[src/rtl/core/lpfs_pkg.sv]
`timescale 1ns / 1ps
`default_nettype none
package lpfs_pkg;

	localparam int LENGTH_BITS = 16;
	// Only the low header bits up to 16 take part in the length.
	localparam int LEN_W = (LENGTH_BITS < 16) ? LENGTH_BITS : 16;
	localparam int BYTES_W = 15;
	localparam logic [BYTES_W-1:0] MAX_LEN_RESET = 15'd2048;

	localparam int FIFO_DEPTH = 4;
	localparam int PTR_W = $clog2(FIFO_DEPTH);
	localparam int CNT_W = $clog2(FIFO_DEPTH + 1);

	localparam logic [1:0] PH_LOW  = 2'd0;
	localparam logic [1:0] PH_HIGH = 2'd1;
	localparam logic [1:0] PH_BODY = 2'd2;
	localparam logic [1:0] PH_FAIL = 2'd3;

	localparam logic [1:0] PUSH_NONE = 2'd0;
	localparam logic [1:0] PUSH_ONE  = 2'd1;
	localparam logic [1:0] PUSH_TWO  = 2'd2;

	typedef struct packed {
		logic [7:0] frame_byte;
		logic       frame_start;
		logic       frame_last;
		logic       length_error;
	} result_t;

	typedef struct packed {
		logic [1:0] n;
		result_t    r0;
		result_t    r1;
	} push_t;

endpackage
`default_nettype wire

[src/rtl/core/lpfs_parser.sv]
`timescale 1ns / 1ps
`default_nettype none
module lpfs_parser
	import lpfs_pkg::*;
(
	input  wire logic               clk,
	input  wire logic               arst_n,
	input  wire logic               cfg_we,
	input  wire logic [BYTES_W-1:0] cfg_wdata,
	input  wire logic               in_valid,
	output logic                    in_stall,
	input  wire logic [7:0]         stream_byte,
	input  wire logic               space_ok,
	output push_t                   push
);

	logic               valid_s1;
	logic [7:0]         byte_s1;
	logic [BYTES_W-1:0] max_length_q;
	logic [1:0]         phase_q, phase_d;
	logic [7:0]         held_q, held_d;
	logic [BYTES_W-1:0] rem_q, rem_d, rem_dec;
	logic               adv;
	logic [15:0]        raw;
	logic [LEN_W-1:0]   len_raw;
	logic [15:0]        len_ext;
	logic               len_ok;

	assign adv      = valid_s1 && space_ok;
	assign in_stall = valid_s1 && !space_ok;

	assign raw     = {byte_s1, held_q};
	assign len_raw = raw[LEN_W-1:0];
	assign len_ext = 16'(len_raw);
	assign len_ok  = !len_raw[LEN_W-1] && (len_ext >= 16'd2)
		&& (len_ext <= {1'b0, max_length_q});
	assign rem_dec = (rem_q != '0) ? rem_q - 1'b1 : rem_q;

	always_comb begin
		push    = '0;
		phase_d = phase_q;
		held_d  = held_q;
		rem_d   = rem_q;
		if (adv) begin
			unique case (phase_q)
				PH_LOW: begin
					held_d  = byte_s1;
					phase_d = PH_HIGH;
				end
				PH_HIGH: begin
					if (!len_ok) begin
						// drop for good after a bad length
						push.n              = PUSH_ONE;
						push.r0.length_error = 1'b1;
						phase_d             = PH_FAIL;
						rem_d               = '0;
					end else begin
						push.n              = PUSH_TWO;
						push.r0.frame_byte  = held_q;
						push.r0.frame_start = 1'b1;
						push.r1.frame_byte  = byte_s1;
						push.r1.frame_last  = (len_ext == 16'd2);
						rem_d               = BYTES_W'(len_ext - 16'd2);
						phase_d             = (len_ext == 16'd2) ? PH_LOW : PH_BODY;
					end
				end
				PH_BODY: begin
					push.n             = PUSH_ONE;
					push.r0.frame_byte = byte_s1;
					push.r0.frame_last = (rem_dec == '0);
					rem_d              = rem_dec;
					if (rem_dec == '0) begin
						phase_d = PH_LOW;
					end
				end
				default: begin
				end
			endcase
		end
	end

	always_ff @(posedge clk or negedge arst_n) begin
		if (!arst_n) begin
			valid_s1     <= 1'b0;
			max_length_q <= MAX_LEN_RESET;
			phase_q      <= PH_LOW;
			held_q       <= '0;
			rem_q        <= '0;
		end else begin
			if (cfg_we) begin
				max_length_q <= cfg_wdata;
			end
			if (!in_stall) begin
				valid_s1 <= in_valid;
			end
			phase_q <= phase_d;
			held_q  <= held_d;
			rem_q   <= rem_d;
		end
	end

	always_ff @(posedge clk) begin
		if (in_valid && !in_stall) begin
			byte_s1 <= stream_byte;
		end
	end

	a_fail_sticky: assert property (@(posedge clk) disable iff (!arst_n)
		phase_q == PH_FAIL |=> phase_q == PH_FAIL)
		else $error("failed phase left without reset");

	a_error_from_header: assert property (@(posedge clk) disable iff (!arst_n)
		(push.n != PUSH_NONE && push.r0.length_error) |=> phase_q == PH_FAIL)
		else $error("length error without entering failed phase");

	a_two_only_on_header: assert property (@(posedge clk) disable iff (!arst_n)
		push.n == PUSH_TWO |-> (phase_q == PH_HIGH && push.r0.frame_start))
		else $error("two-result request outside header high byte");

endmodule
`default_nettype wire

[src/rtl/core/lpfs_result_fifo.sv]
`timescale 1ns / 1ps
`default_nettype none
module lpfs_result_fifo
	import lpfs_pkg::*;
(
	input  wire logic  clk,
	input  wire logic  arst_n,
	input  wire push_t push,
	output logic       space_ok,
	output logic       out_valid,
	input  wire logic  out_stall,
	output result_t    head
);

	result_t            mem [FIFO_DEPTH];
	logic [PTR_W-1:0]   wr_q, rd_q;
	logic [CNT_W-1:0]   count_q;
	logic               pop;

	assign out_valid = (count_q != '0);
	assign pop       = out_valid && !out_stall;
	assign head      = mem[rd_q];
	// room for the two results of a header
	assign space_ok  = (count_q <= CNT_W'(FIFO_DEPTH - 2));

	always_ff @(posedge clk or negedge arst_n) begin
		if (!arst_n) begin
			wr_q    <= '0;
			rd_q    <= '0;
			count_q <= '0;
		end else begin
			wr_q    <= wr_q + PTR_W'(push.n);
			rd_q    <= rd_q + PTR_W'(pop);
			count_q <= count_q + CNT_W'(push.n) - CNT_W'(pop);
		end
	end

	always_ff @(posedge clk) begin
		if (push.n != PUSH_NONE) begin
			mem[wr_q] <= push.r0;
		end
		if (push.n == PUSH_TWO) begin
			mem[PTR_W'(wr_q + 1'b1)] <= push.r1;
		end
	end

	a_no_overflow: assert property (@(posedge clk) disable iff (!arst_n)
		CNT_W'(push.n) <= CNT_W'(FIFO_DEPTH) - count_q)
		else $error("result queue overflow");

	a_count_bound: assert property (@(posedge clk) disable iff (!arst_n)
		count_q <= CNT_W'(FIFO_DEPTH))
		else $error("result count out of range");

	a_two_grow: assert property (@(posedge clk) disable iff (!arst_n)
		(push.n == PUSH_TWO && !pop) |=> count_q == $past(count_q) + CNT_W'(2))
		else $error("two-result request not counted");

endmodule
`default_nettype wire

[src/rtl/core/length_prefixed_frame_splitter_top.sv]
// Length-prefixed frame splitter.
// Input channel: in_valid / in_stall with stream_byte, one stream byte per request.
// Output channel: out_valid / out_stall with frame_byte, frame_start, frame_last
// and length_error, one result per request.
// Each message opens with a 16-bit little-endian signed length that counts the
// whole message. The first header byte is held; on the second the length is
// checked against max_length (cfg_we / cfg_wdata, reset value 2048, write only
// while idle). A good header yields two results, the first flagged frame_start;
// body bytes yield one each, and the result of the message's last byte is flagged
// frame_last. A bad length yields a single length_error result and the block then
// drops all input until reset.
// Each accepted byte is registered in the parser's input stage; its results are
// written into the result queue once it has room, and are offered from there.
// Throughput: one byte per cycle; the output queue drains one result per cycle
// while out_stall is low, and the input stalls only while the four-entry result
// queue has fewer than two free slots.
// Reset clears the phase, the queue and sets max_length to 2048. A stalled
// receiver fills the queue and then backs up into in_stall; nothing is lost.
`timescale 1ns / 1ps
`default_nettype none
module length_prefixed_frame_splitter_top
	import lpfs_pkg::*;
(
	input  wire logic               clk,
	input  wire logic               arst_n,
	input  wire logic               cfg_we,
	input  wire logic [BYTES_W-1:0] cfg_wdata,
	input  wire logic               in_valid,
	output logic                    in_stall,
	input  wire logic [7:0]         stream_byte,
	output logic                    out_valid,
	input  wire logic               out_stall,
	output logic [7:0]              frame_byte,
	output logic                    frame_start,
	output logic                    frame_last,
	output logic                    length_error
);

	push_t   push;
	logic    space_ok;
	result_t head;

	lpfs_parser u_parser (
		.clk        (clk),
		.arst_n     (arst_n),
		.cfg_we     (cfg_we),
		.cfg_wdata  (cfg_wdata),
		.in_valid   (in_valid),
		.in_stall   (in_stall),
		.stream_byte(stream_byte),
		.space_ok   (space_ok),
		.push       (push)
	);

	lpfs_result_fifo u_fifo (
		.clk      (clk),
		.arst_n   (arst_n),
		.push     (push),
		.space_ok (space_ok),
		.out_valid(out_valid),
		.out_stall(out_stall),
		.head     (head)
	);

	assign frame_byte   = head.frame_byte;
	assign frame_start  = head.frame_start;
	assign frame_last   = head.frame_last;
	assign length_error = head.length_error;

endmodule
`default_nettype wire

[config.mk]
export PLATFORM = sky130hd
export DESIGN_NAME = length_prefixed_frame_splitter_top
export DESIGN_NICKNAME = d
export VERILOG_FILES = /design/src/rtl/core/lpfs_pkg.sv /design/src/rtl/core/lpfs_parser.sv /design/src/rtl/core/lpfs_result_fifo.sv /design/src/rtl/core/length_prefixed_frame_splitter_top.sv
export SDC_FILE = /design/constraint.sdc
export NUM_CORES = 1
export LEC_CHECK = 0
export ABC_AREA = 1
export BUFFER_PORTS_ARGS = -buffer_cell sky130_fd_sc_hd__buf_2
export CORE_MARGIN = 2
export CORE_UTILIZATION = 50
export CTS_CLUSTER_SIZE = 16
export DETAILED_ROUTE_END_ITERATION = 7
export HOLD_SLACK_MARGIN = 0.05
export PLACE_DENSITY = 0.75
export SLEW_MARGIN = 15
export SYNTH_ARGS = -nofsm -noshare
export SYNTH_HDL_FRONTEND = slang
export SYNTH_SLANG_ARGS = --single-unit
[constraint.sdc]
create_clock -name clk -period 5.38 [get_ports clk]
set_input_delay 0.538 -clock clk [delete_from_list [all_inputs] [get_ports clk]]
set_output_delay 0.538 -clock clk [all_outputs]
set_load 0.005 [all_outputs]
==> flow_metrics.env, run 1 <==
export IMPL_status="finished, final reports clean"
export IMPL_drc=0
export IMPL_cts_resized=0
export IMPL_setup_violations=0
export IMPL_cts_root_buf="clkbuf_16"
export IMPL_required_ns=5.65
export IMPL_yosysSeqAreaShare=0.434
export IMPL_cts_buffers=9
export IMPL_worstSetupPathType="register to register"
export IMPL_netlist_instances=814
export IMPL_slew_violations=0
export IMPL_p_comb_frac=0.483
export IMPL_tightestPinTransition_ns=0.937
export IMPL_fin_setup_tns_ns=0
export IMPL_clk_path_buf_depth=2
export IMPL_ant_nets=0
export IMPL_synth_edf_count=44
export IMPL_post_cts_buffers=0
export IMPL_antenna_found_initial=0
export IMPL_fillers=1160
export IMPL_critPathMaxStageDelay_ns=0.51
export IMPL_period_share=0.609
export IMPL_stdcell_area_mm2=0.00675
export IMPL_core_area_mm2=0.0121
export IMPL_finalNetCount=893
export IMPL_critical_path_cell_chain="inv_1, ha_1, nand2_1, nor4_2, nand2_1, nand2_1, nand2_2, nand2_2, nand2_1, nand2_1, nand2_1, ha_1, inv_1, ha_1, fa_1, xnor2_1"
export IMPL_drt_wl_total_um=15000
export IMPL_ios=41
export IMPL_critical_path_buf_inv_count=2
export IMPL_synthDistinctLibCells=44
export IMPL_dpl_cell_area_mm2=0.00648
export IMPL_min_period_ns=3.27
export IMPL_drt_initial_drc_count=439
export IMPL_hpwl_um=10900
export IMPL_die_h_um=115
export IMPL_grt_pass1_vias=4936
export IMPL_syn_num_nets=868
export IMPL_cp_common_cell="nand2_1"
export IMPL_placementRows=40
export IMPL_cp_top_family="simple AND/OR/NAND/NOR gates"
export IMPL_p_int_mw=1.80
export IMPL_area_delta_synth_final_pct=9.12
export IMPL_rsz0062_at_grt="no"
export IMPL_finalHoldViolations=0
export IMPL_swShare=0.466
export IMPL_grt_overflow_total=0
export IMPL_layout_setup_ws_ns=2.11
export IMPL_vias_per_cell=5.37
export IMPL_die_area_mm2=0.0133
export IMPL_ff_latch_area_mm2=0.00268
export IMPL_cts_sinks=100
export IMPL_pwr_share_seq=0.338
export IMPL_grt_pass1_wl_um=25000
export IMPL_slew_headroom=0.373
export IMPL_diodes=0
export IMPL_cts_tree="yes"
export IMPL_grt_max_degree=49
export IMPL_p_per_area_mw_per_mm2=499
export IMPL_finClkSkew_ns=0.00854
export IMPL_worstSetupStartpointType="register"
export IMPL_synth_ff_latch_count=100
export IMPL_dp_slack_ns=2.09
export IMPL_clkTransAtPathRegs_ns=0.07
export IMPL_synth_avg_cell_area_um2=7.60
export IMPL_drive_gt1_frac=0.118
export IMPL_total_power_mw=3.37
export IMPL_hold_path_class="input pin to asynchronous set/reset pin"
export IMPL_cap_violations=0
export IMPL_crit_fanout=19
export IMPL_multi_input_area_mm2=0.00303
export IMPL_wl_per_cell_um=14.8
export IMPL_switching_power_mw=1.57
export IMPL_cts_hold_fix_buffers=0
export IMPL_cts_htree_levels=3
export IMPL_vias=5431
export IMPL_gp_congestion=0.923
export IMPL_max_freq_ghz=0.305
export IMPL_drt_pass1_iter_count=5
export IMPL_start_util=0.513
export IMPL_port_buffers=40
export IMPL_clock_power_share=0.179
export IMPL_synth_flop_cell="dfrtp_1"
export IMPL_worstPathArrival_ns=3.55
export IMPL_synth_async_reset_ratio=0.480
export IMPL_ir_drop_uv=301
export IMPL_syn_area_mm2=0.00619
export IMPL_leakagePower_nw=3.23
export IMPL_end_kind="register"
export IMPL_die_w_um=115
export IMPL_clock_latency_ns=0.36
export IMPL_grtUsageTotal=0.244
export IMPL_yosysWarnings=0
export IMPL_cp_slowest_cell="dfstp_2"
[flip-flops by register name, indices dropped and copies added (netlist names)]
| register | count |
|---|---|
| u_parser.held_q | 8 |
| u_parser.phase_q | 2 |
| u_parser.valid_s1 | 1 |
| u_fifo.mem | 44 |
| u_parser.byte_s1 | 8 |
| u_fifo.count_q | 3 |
| u_parser.rem_q | 15 |
| u_fifo.rd_q | 2 |
| u_fifo.wr_q | 2 |
| u_parser.max_length_q | 15 |
[cell usage after synthesis (2+ instances only)]
cell type	instances	area (um^2)
o21ai_0	77	385
nand4_1	18	113
buf_1	2	7.51
xnor2_1	4	35.0
edfxtp_1	44	1320
inv_2	9	33.8
o22ai_1	11	68.8
o21bai_1	3	22.5
o21a_1	2	15.0
buf_6	3	33.8
dfrtp_1	47	1180
o21ai_1	3	15.0
nand2_2	4	25.0
dfxtp_1	8	160
nor2_2	17	106
buf_2	6	30.0
nand3_1	77	385
xor2_1	8	70.1
nand3b_1	2	15.0
nand2_1	221	830
inv_1	81	304
and2_1	5	31.3
clkbuf_1	17	63.8
nor3_1	2	10.0
a21oi_1	27	135
nor2_1	74	278
ha_1	25	313
[layer usage]
layer  global-route usage  part of all wire  routed length [um]
met1                0.340              0.46                6840
met2                0.384              0.45                6750
met3               0.0532             0.074                1110
met4               0.0763             0.020                 307
met5                    0                 0                   0
[stage by stage]
| stage | utilization | cells | hold slack [ns] |
|---|---|---|---|
| detailed placement | 0.538 | 996 | 0.501 |
| finish | 0.560 | 1012 | 0.282 |
| global placement | 0.538 | 996 | 0.491 |
| CTS | 0.560 | 1012 | 0.306 |
| global route | 0.560 | 1012 | 0.319 |
| floorplan | - | 814 | 0.242 |
[layout make-up]
| cell class | count | area share |
|---|---|---|
| timing repair buffer | 43 | 0.0330 |
| clock inverter | 6 | 0.00593 |
| multi-input combinational | 594 | 0.448 |
| tap | 168 | 0.0311 |
| inverter | 91 | 0.0506 |
| clock buffer | 10 | 0.0339 |
| sequential | 100 | 0.397 |
[cell usage in the layout, fill, tap and decap left out, types with 3 or more instances in the layout]
cell type,instances
dfxtp_1,8
xor2_1,8
buf_4,3
nor2_2,18
inv_2,9
nand2_2,4
o21ai_0,77
a21oi_1,27
o21ai_1,3
nand2_1,221
o22ai_1,11
nand4_1,18
dfrtp_1,47
ha_1,25
clkbuf_16,9
and2_1,5
edfxtp_1,44
nor2_1,73
inv_1,81
nand3_1,77
xnor2_1,4
buf_2,40
o21bai_1,3
[logic make-up after synthesis]
group	share of synthesized area
adders and majority gates	0.0538
DFF	0.434
xor gates and xnor gates	0.0170
AOI/OAI and AO/OA	0.109
and+or+nand+nor	0.307
buffers and inverters	0.0778
muxes	0.00182
[worst paths after layout]
kind | cells past startpoint | endpoint | slack, ns | startpoint
worst max-delay path | 16 | u_fifo.count_q[2]$_DFF_PN0_ | 2.11 | u_parser.max_length_q[11]$_DFFE_PN1P_
worst min register to register | 2 | u_parser.valid_s1$_DFFE_PN0N_ | 0.51 | u_parser.valid_s1$_DFFE_PN0N_
worst max register to register | 16 | u_fifo.count_q[2]$_DFF_PN0_ | 2.11 | u_parser.max_length_q[11]$_DFFE_PN1P_
min in group clk | 1 | u_parser.byte_s1[7]$_DFFE_PP_ | 0.35 | stream_byte[7]
worst min-delay path | 2 | u_parser.max_length_q[0]$_DFFE_PN0P_ | 0.28 | arst_n
max in group asynchronous | 2 | u_parser.held_q[4]$_DFFE_PN0P_ | 4.68 | arst_n
[power groups by stage]
stage | logic (mW) | registers (mW) | clock network, mW
2_1_floorplan | 1.25 | 1.07 | 0
6_report | 1.63 | 1.14 | 0.603
5_1_grt | 1.86 | 1.17 | 0.648
3_5_place_dp | 1.61 | 1.15 | 0
3_3_place_gp | 1.58 | 1.15 | 0
4_1_cts | 1.62 | 1.14 | 0.612
No activity file was read; power rests on OpenSTA's default activity.
==> run 2: changes to the inputs <==
==> constraint.sdc (replaced) <==
create_clock -name clk -period 3.2 [get_ports clk]
set_input_delay 0.32 -clock clk [delete_from_list [all_inputs] [get_ports clk]]
set_output_delay 0.32 -clock clk [all_outputs]
set_load 0.005 [all_outputs]
==> run 2 against run 1 <==
Sequential share of layout area fell by 0.76 points. Via count fell by 1.2%. Combinational power rose by 71%. Largest cell class unchanged. Highest routed layer unchanged. Critical path type unchanged.
==> flow_metrics.env, run 2 (synthesis results as in run 1) <==
export IMPL_worstSetupPathType="register to register"
export IMPL_p_per_area_mw_per_mm2=846
export IMPL_tightestPinTransition_ns=0.895
export IMPL_wl_per_cell_um=14.2
export IMPL_vias_per_cell=5.24
export IMPL_drt_pass1_iter_count=6
export IMPL_clkTransAtPathRegs_ns=0.07
export IMPL_diodes=0
export IMPL_grt_max_degree=37
export IMPL_layout_common_cells="221 x nand2_1, 81 x inv_1, 77 x o21ai_0, 77 x nand3_1, 73 x nor2_1"
export IMPL_post_cts_buffers=0
export IMPL_top_regs="u_fifo.mem: 44 flops, u_parser.max_length_q: 15 flops, u_parser.rem_q: 15 flops"
export IMPL_dpl_cell_area_mm2=0.00657
export IMPL_end_kind="register"
export IMPL_core_area_mm2=0.0121
export IMPL_dp_cells=1007
export IMPL_stdcell_area_mm2=0.00689
export IMPL_multi_input_area_mm2=0.00303
export IMPL_cts_buffers=9
export IMPL_cts_resized=0
export IMPL_grt_pass1_wl_um=24500
export IMPL_required_ns=3.44
export IMPL_hold_path_class="input pin to asynchronous set/reset pin"
export IMPL_port_buffers=40
export IMPL_largest_reg_flops=44
export IMPL_largest_register="u_fifo.mem"
export IMPL_cts_sinks=100
export IMPL_die_h_um=115
export IMPL_max_freq_ghz=0.345
export IMPL_hpwl_um=10900
export IMPL_drive_gt1_frac=0.129
export IMPL_cts_tree="yes"
export IMPL_min_period_ns=2.90
export IMPL_clk_path_buf_depth=2
export IMPL_drt_initial_drc_count=477
export IMPL_finalHoldWorstSlack_ns=0.0374
export IMPL_leakagePower_nw=3.31
export IMPL_grtUsageTotal=0.237
export IMPL_slew_headroom=0.401
export IMPL_period_share=0.907
export IMPL_ir_drop_uv=435
export IMPL_setup_violations=0
export IMPL_start_util=0.513
export IMPL_ios=41
export IMPL_stdcell_count=1023
export IMPL_gp_congestion=0.948
export IMPL_die_area_mm2=0.0133
export IMPL_crit_fanout=7
export IMPL_finalNetCount=904
export IMPL_drc=0
export IMPL_cts_root_buf="clkbuf_16"
export IMPL_placementRows=40
export IMPL_cts_hold_fix_buffers=0
export IMPL_slew_violations=0
export IMPL_worstSetupStartpointType="register"
export IMPL_cts_htree_levels=3
export IMPL_die_w_um=115
export IMPL_vias=5364
export IMPL_rsz0062_at_grt="no"
export IMPL_cap_violations=0
export IMPL_final_common_cell="nand2_1"
export IMPL_clock_latency_ns=0.36
export IMPL_grt_overflow_total=0
export IMPL_worstPathArrival_ns=3.14
export IMPL_grt_pass1_vias=4972
export IMPL_finClkSkew_ns=0.00917
export IMPL_fin_setup_tns_ns=0
export IMPL_fillers=1100
export IMPL_finalHoldViolations=0
export IMPL_ant_nets=0
export IMPL_area_delta_synth_final_pct=11.2
export IMPL_status="finished, final reports clean"
export IMPL_drt_wl_total_um=14600
export IMPL_ff_latch_area_mm2=0.00268
export IMPL_antenna_found_initial=0
export IMPL_total_power_mw=5.82
[run 2: changes by cell type in the layout (fill, tap and decap cells not counted)]
cell        previous run  this run
buf_4                  3        14
clkinv_2               2         1
clkinv_1               1         2
clkinvlp_2             2         0
bufinv_16              0         2
[run 2: report_power, final]
part / internal (mW) / leakage (nW) / switching [mW] / total [mW]
clock: 0.688 / 0.156 / 0.483 / 1.17
combinational: 0.915 / 2.09 / 1.87 / 2.79
sequential: 1.62 / 1.06 / 0.246 / 1.86
total: 3.22 / 3.31 / 2.60 / 5.82
[run 2: through the flow]
step / util / setup WS (ns)
final: 0.571 / 0.298
after global routing: 0.571 / 0.0784
after global placement: 0.545 / 0.349
after floorplan: - / 0.349
after detailed placement: 0.545 / 0.306
after CTS: 0.571 / 0.281
[run 2: path summary, 6_finish.rpt]
check	start	endpoint	slack [ns]	cells past startpoint
max	u_parser.max_length_q[11]$_DFFE_PN1P_	u_fifo.count_q[2]$_DFF_PN0_	0.30	16
min	arst_n	u_parser.rem_q[5]$_DFFE_PN0P_	0.04	1
max reg2reg	u_parser.max_length_q[11]$_DFFE_PN1P_	u_fifo.count_q[2]$_DFF_PN0_	0.30	16
min reg2reg	u_parser.valid_s1$_DFFE_PN0N_	u_parser.valid_s1$_DFFE_PN0N_	0.50	2
max in group asynchronous	arst_n	u_parser.held_q[3]$_DFFE_PN0P_	2.44	2
min in group clk	stream_byte[3]	u_parser.byte_s1[3]$_DFFE_PP_	0.13	1
[run 2: layer usage]
metal,track usage,vias to the layer above,part of all wire
li1,-,2753,-
met1,0.336,2393,0.48
met2,0.360,190,0.44
met3,0.0448,28,0.060
met4,0.0956,0,0.021
met5,0,-,0
[run 2: cell type report]
type                    count  area share
multi-input cells         594       0.440
well taps                 168      0.0305
clock inverters             6      0.0129
flip-flops and latches    100       0.390
inverters                  91      0.0496
repair buffers             54      0.0443
clock buffers              10      0.0333
[run 2: critical path, stage by stage (launching register included)]
cell	delay, ns
dfstp_2	0.52
inv_1	0.05
ha_1	0.30
nand2_1	0.08
nor4_2	0.28
nand2_1	0.08
nand2_1	0.07
nand2_2	0.12
nand2_2	0.09
nand2_1	0.06
nand2_1	0.06
nand2_1	0.07
ha_1	0.28
inv_1	0.04
ha_1	0.18
fa_1	0.38
xnor2_1	0.13
==> run 3: changes to the inputs <==
--- a/config.mk
+++ b/config.mk
@@ -5,7 +5,7 @@
 export SDC_FILE = /design/constraint.sdc
 export NUM_CORES = 1
 export LEC_CHECK = 0
-export ABC_AREA = 1
+export ABC_AREA = 0
 export BUFFER_PORTS_ARGS = -buffer_cell sky130_fd_sc_hd__buf_2
 export CORE_MARGIN = 2
 export CORE_UTILIZATION = 50
==> run 3 against run 2 <==
Routed wire length fell by 2.3%. Highest routed layer unchanged. Die area is 7.9% lower. Largest cell class unchanged. Total power rose by 0.97%. Clock power about the same.
==> flow_metrics.env, run 3 <==
export IMPL_drt_wl_total_um=14200
export IMPL_yosysTopAreaCellShare=0.233
export IMPL_placementRows=38
export IMPL_leakagePower_nw=2.64
export IMPL_gp_congestion=0.950
export IMPL_largest_reg_flops=44
export IMPL_synth_xor_area_frac=0.0277
export IMPL_ff_latch_area_mm2=0.00269
export IMPL_clock_latency_ns=0.36
export IMPL_synth_area_leaders="edfxtp_1 23%, dfrtp_1 21%, ha_1 5.5%"
export IMPL_cts_root_buf="clkbuf_16"
export IMPL_yosysSeqAreaShare=0.472
export IMPL_total_power_mw=5.88
export IMPL_tightestPinTransition_ns=0.744
export IMPL_end_kind="register"
export IMPL_netlist_instances=556
export IMPL_fillers=903
export IMPL_die_w_um=111
export IMPL_drive_gt1_frac=0.209
export IMPL_finalHoldViolations=0
export IMPL_hpwl_um=10400
export IMPL_worstSetupStartpointType="register"
export IMPL_multi_input_area_mm2=0.00280
export IMPL_ir_drop_uv=511
export IMPL_critical_path_buf_inv_count=3
export IMPL_synth_compound_area_share=0.189
export IMPL_yosys_area_share_simple=0.151
export IMPL_die_h_um=111
export IMPL_cap_violations=0
export IMPL_synth_common_cells="49 x nand2_1, 49 x o21ai_0, 47 x dfrtp_1, 44 x edfxtp_1, 43 x nor2_1"
export IMPL_worstPathArrival_ns=3.31
export IMPL_cp_top_family="adder cells"
export IMPL_grt_max_degree=49
export IMPL_ant_nets=0
export IMPL_synthAdderAreaFrac=0.0586
export IMPL_syn_num_nets=610
export IMPL_ios=41
export IMPL_antenna_found_initial=0
export IMPL_muxShareOfSynthArea=0.0592
export IMPL_grtUsageTotal=0.241
export IMPL_drt_initial_drc_count=418
export IMPL_status="finished, final reports clean"
export IMPL_cts_tree="yes"
export IMPL_synth_avg_cell_area_um2=10.2
export IMPL_switching_power_mw=2.32
export IMPL_start_util=0.517
export IMPL_core_area_mm2=0.0110
export IMPL_clkTransAtPathRegs_ns=0.07
export IMPL_cp_slowest_cell="dfstp_2"
export IMPL_diodes=0
export IMPL_synth_ff_latch_count=100
export IMPL_clock_power_share=0.204
export IMPL_syn_area_mm2=0.00568
export IMPL_layout_common_cells="49 x nand2_1, 47 x o21ai_0, 45 x dfrtp_1, 44 x edfxtp_1, 43 x nor2_1"
export IMPL_wl_per_cell_um=18.6
export IMPL_dpl_cell_area_mm2=0.00622
export IMPL_yosysTopAreaCell="edfxtp_1"
export IMPL_stdcell_count=763
export IMPL_critical_path_cell_chain="inv_1, ha_4, nand4_1, buf_4, nor2_1, o21ai_1, o2111a_2, o21ai_2, a21oi_2, nand2b_1, ha_1, inv_1, ha_1, fa_1, xnor2_1"
export IMPL_grt_pass1_vias=4691
export IMPL_synth_flop_cell="dfrtp_1"
export IMPL_setup_violations=0
export IMPL_largest_register="u_fifo.mem"
export IMPL_synth_edf_count=44
export IMPL_drt_pass1_iter_count=5
export IMPL_top_regs="u_fifo.mem: 44 flops, u_parser.max_length_q: 15 flops, u_parser.rem_q: 15 flops"
export IMPL_max_freq_ghz=0.325
export IMPL_required_ns=3.43
export IMPL_cts_htree_levels=3
export IMPL_yosysWarnings=0
export IMPL_dp_cells=744
export IMPL_crit_fanout=4
export IMPL_pwr_share_seq=0.359
export IMPL_finalNetCount=672
export IMPL_die_area_mm2=0.0122
export IMPL_grt_overflow_total=0
export IMPL_vias=4716
export IMPL_port_buffers=40
export IMPL_p_per_area_mw_per_mm2=888
export IMPL_final_common_cell="nand2_1"
export IMPL_grt_pass1_wl_um=23500
export IMPL_finClkSkew_ns=0.00784
export IMPL_area_delta_synth_final_pct=16.5
export IMPL_synthDistinctLibCells=68
export IMPL_min_period_ns=3.08
export IMPL_synth_top_family_by_area="compound AO/OA/AOI/OAI gates"
export IMPL_critPathMaxStageDelay_ns=0.51
export IMPL_p_comb_frac=0.437
export IMPL_p_int_mw=3.55
export IMPL_stdcell_area_mm2=0.00662
export IMPL_cts_sinks=100
export IMPL_swShare=0.395
export IMPL_slew_violations=0
export IMPL_slew_headroom=0.504
export IMPL_fin_util=0.603
export IMPL_synth_async_reset_ratio=0.480
export IMPL_hold_path_class="input pin to register"
export IMPL_worstSetupPathType="register to register"
export IMPL_clk_path_buf_depth=2
export IMPL_vias_per_cell=6.18
export IMPL_drc=0
export IMPL_period_share=0.961
export IMPL_cts_buffers=9
==> run 3: area by class of cell <==
type | instances | share of cell area
Clock inverter | 6 | 0.0140
Tap cell | 140 | 0.0265
Sequential cell | 100 | 0.406
Inverter | 37 | 0.0210
Timing Repair Buffer | 78 | 0.0741
Multi-Input combinational cell | 392 | 0.423
Clock buffer | 10 | 0.0361
==> run 3: power by group through the flow <==
stage,clock network [mW],logic [mW],registers (mW)
3_3_place_gp,0,2.42,2.09
3_5_place_dp,0,2.50,2.12
2_1_floorplan,0,1.83,1.96
4_1_cts,1.22,2.52,2.11
5_1_grt,1.27,2.84,2.17
6_report,1.20,2.57,2.11
==> run 3: worst paths after layout <==
| check | startpoint | endpoint | slack [ns] | depth (start not counted) |
|---|---|---|---|---|
| worst max-delay path | u_parser.max_length_q[11]$_DFFE_PN1P_ | u_fifo.count_q[2]$_DFF_PN0_ | 0.12 | 15 |
| worst min register to register | u_parser.rem_q[14]$_DFFE_PN0P_ | u_parser.rem_q[14]$_DFFE_PN0P_ | 0.49 | 2 |
| max in group asynchronous | arst_n | u_parser.held_q[3]$_DFFE_PN0P_ | 2.21 | 2 |
| worst max register to register | u_parser.max_length_q[11]$_DFFE_PN1P_ | u_fifo.count_q[2]$_DFF_PN0_ | 0.12 | 15 |
| min in group asynchronous | arst_n | u_parser.phase_q[0]$_DFFE_PN0P_ | 0.53 | 2 |
| worst min-delay path | stream_byte[7] | u_parser.byte_s1[7]$_DFFE_PP_ | 0.14 | 1 |
==> run 3: timing repair <==
action | in CTS | in global routing
endpoints found under the hold margin | 0 | 37
buffers inserted | 0 | 2
resized for setup | 1 | 9
setup endpoints to repair | 1 | 2
pin swaps | 0 | 8
hold buffers | 0 | 1
==> run 3: stage by stage <==
| step | hold WS, ns | setup WS, ns | TNS [ns] |
|---|---|---|---|
| floorplan | 0.0244 | 0.0773 | 0 |
| global placement | 0.469 | 0.120 | 0 |
| detailed placement | 0.475 | 0.0302 | 0 |
| CTS | 0.127 | 0.0244 | 0 |
| global route | 0.123 | -0.0110 | -0.0110 |
| finish | 0.136 | 0.125 | 0 |
==> run 3: cell families (layout without fill, tap and decap cells) <==
family | Yosys count | after routing
AND/OR/NAND/NOR | 173 | 173
AO/OA/AOI/OAI | 156 | 156
flip-flops | 100 | 100
buffers and inverters | 64 | 131
adder cells (fa/ha/maj) | 26 | 26
multiplexers | 19 | 19
XOR/XNOR | 18 | 18
==> run 3: metal layers <==
metal | routed length [um] | track usage
met4 | 329 | 0.0775
met2 | 7040 | 0.398
met3 | 996 | 0.0483
met5 | 0 | 0
met1 | 5860 | 0.322
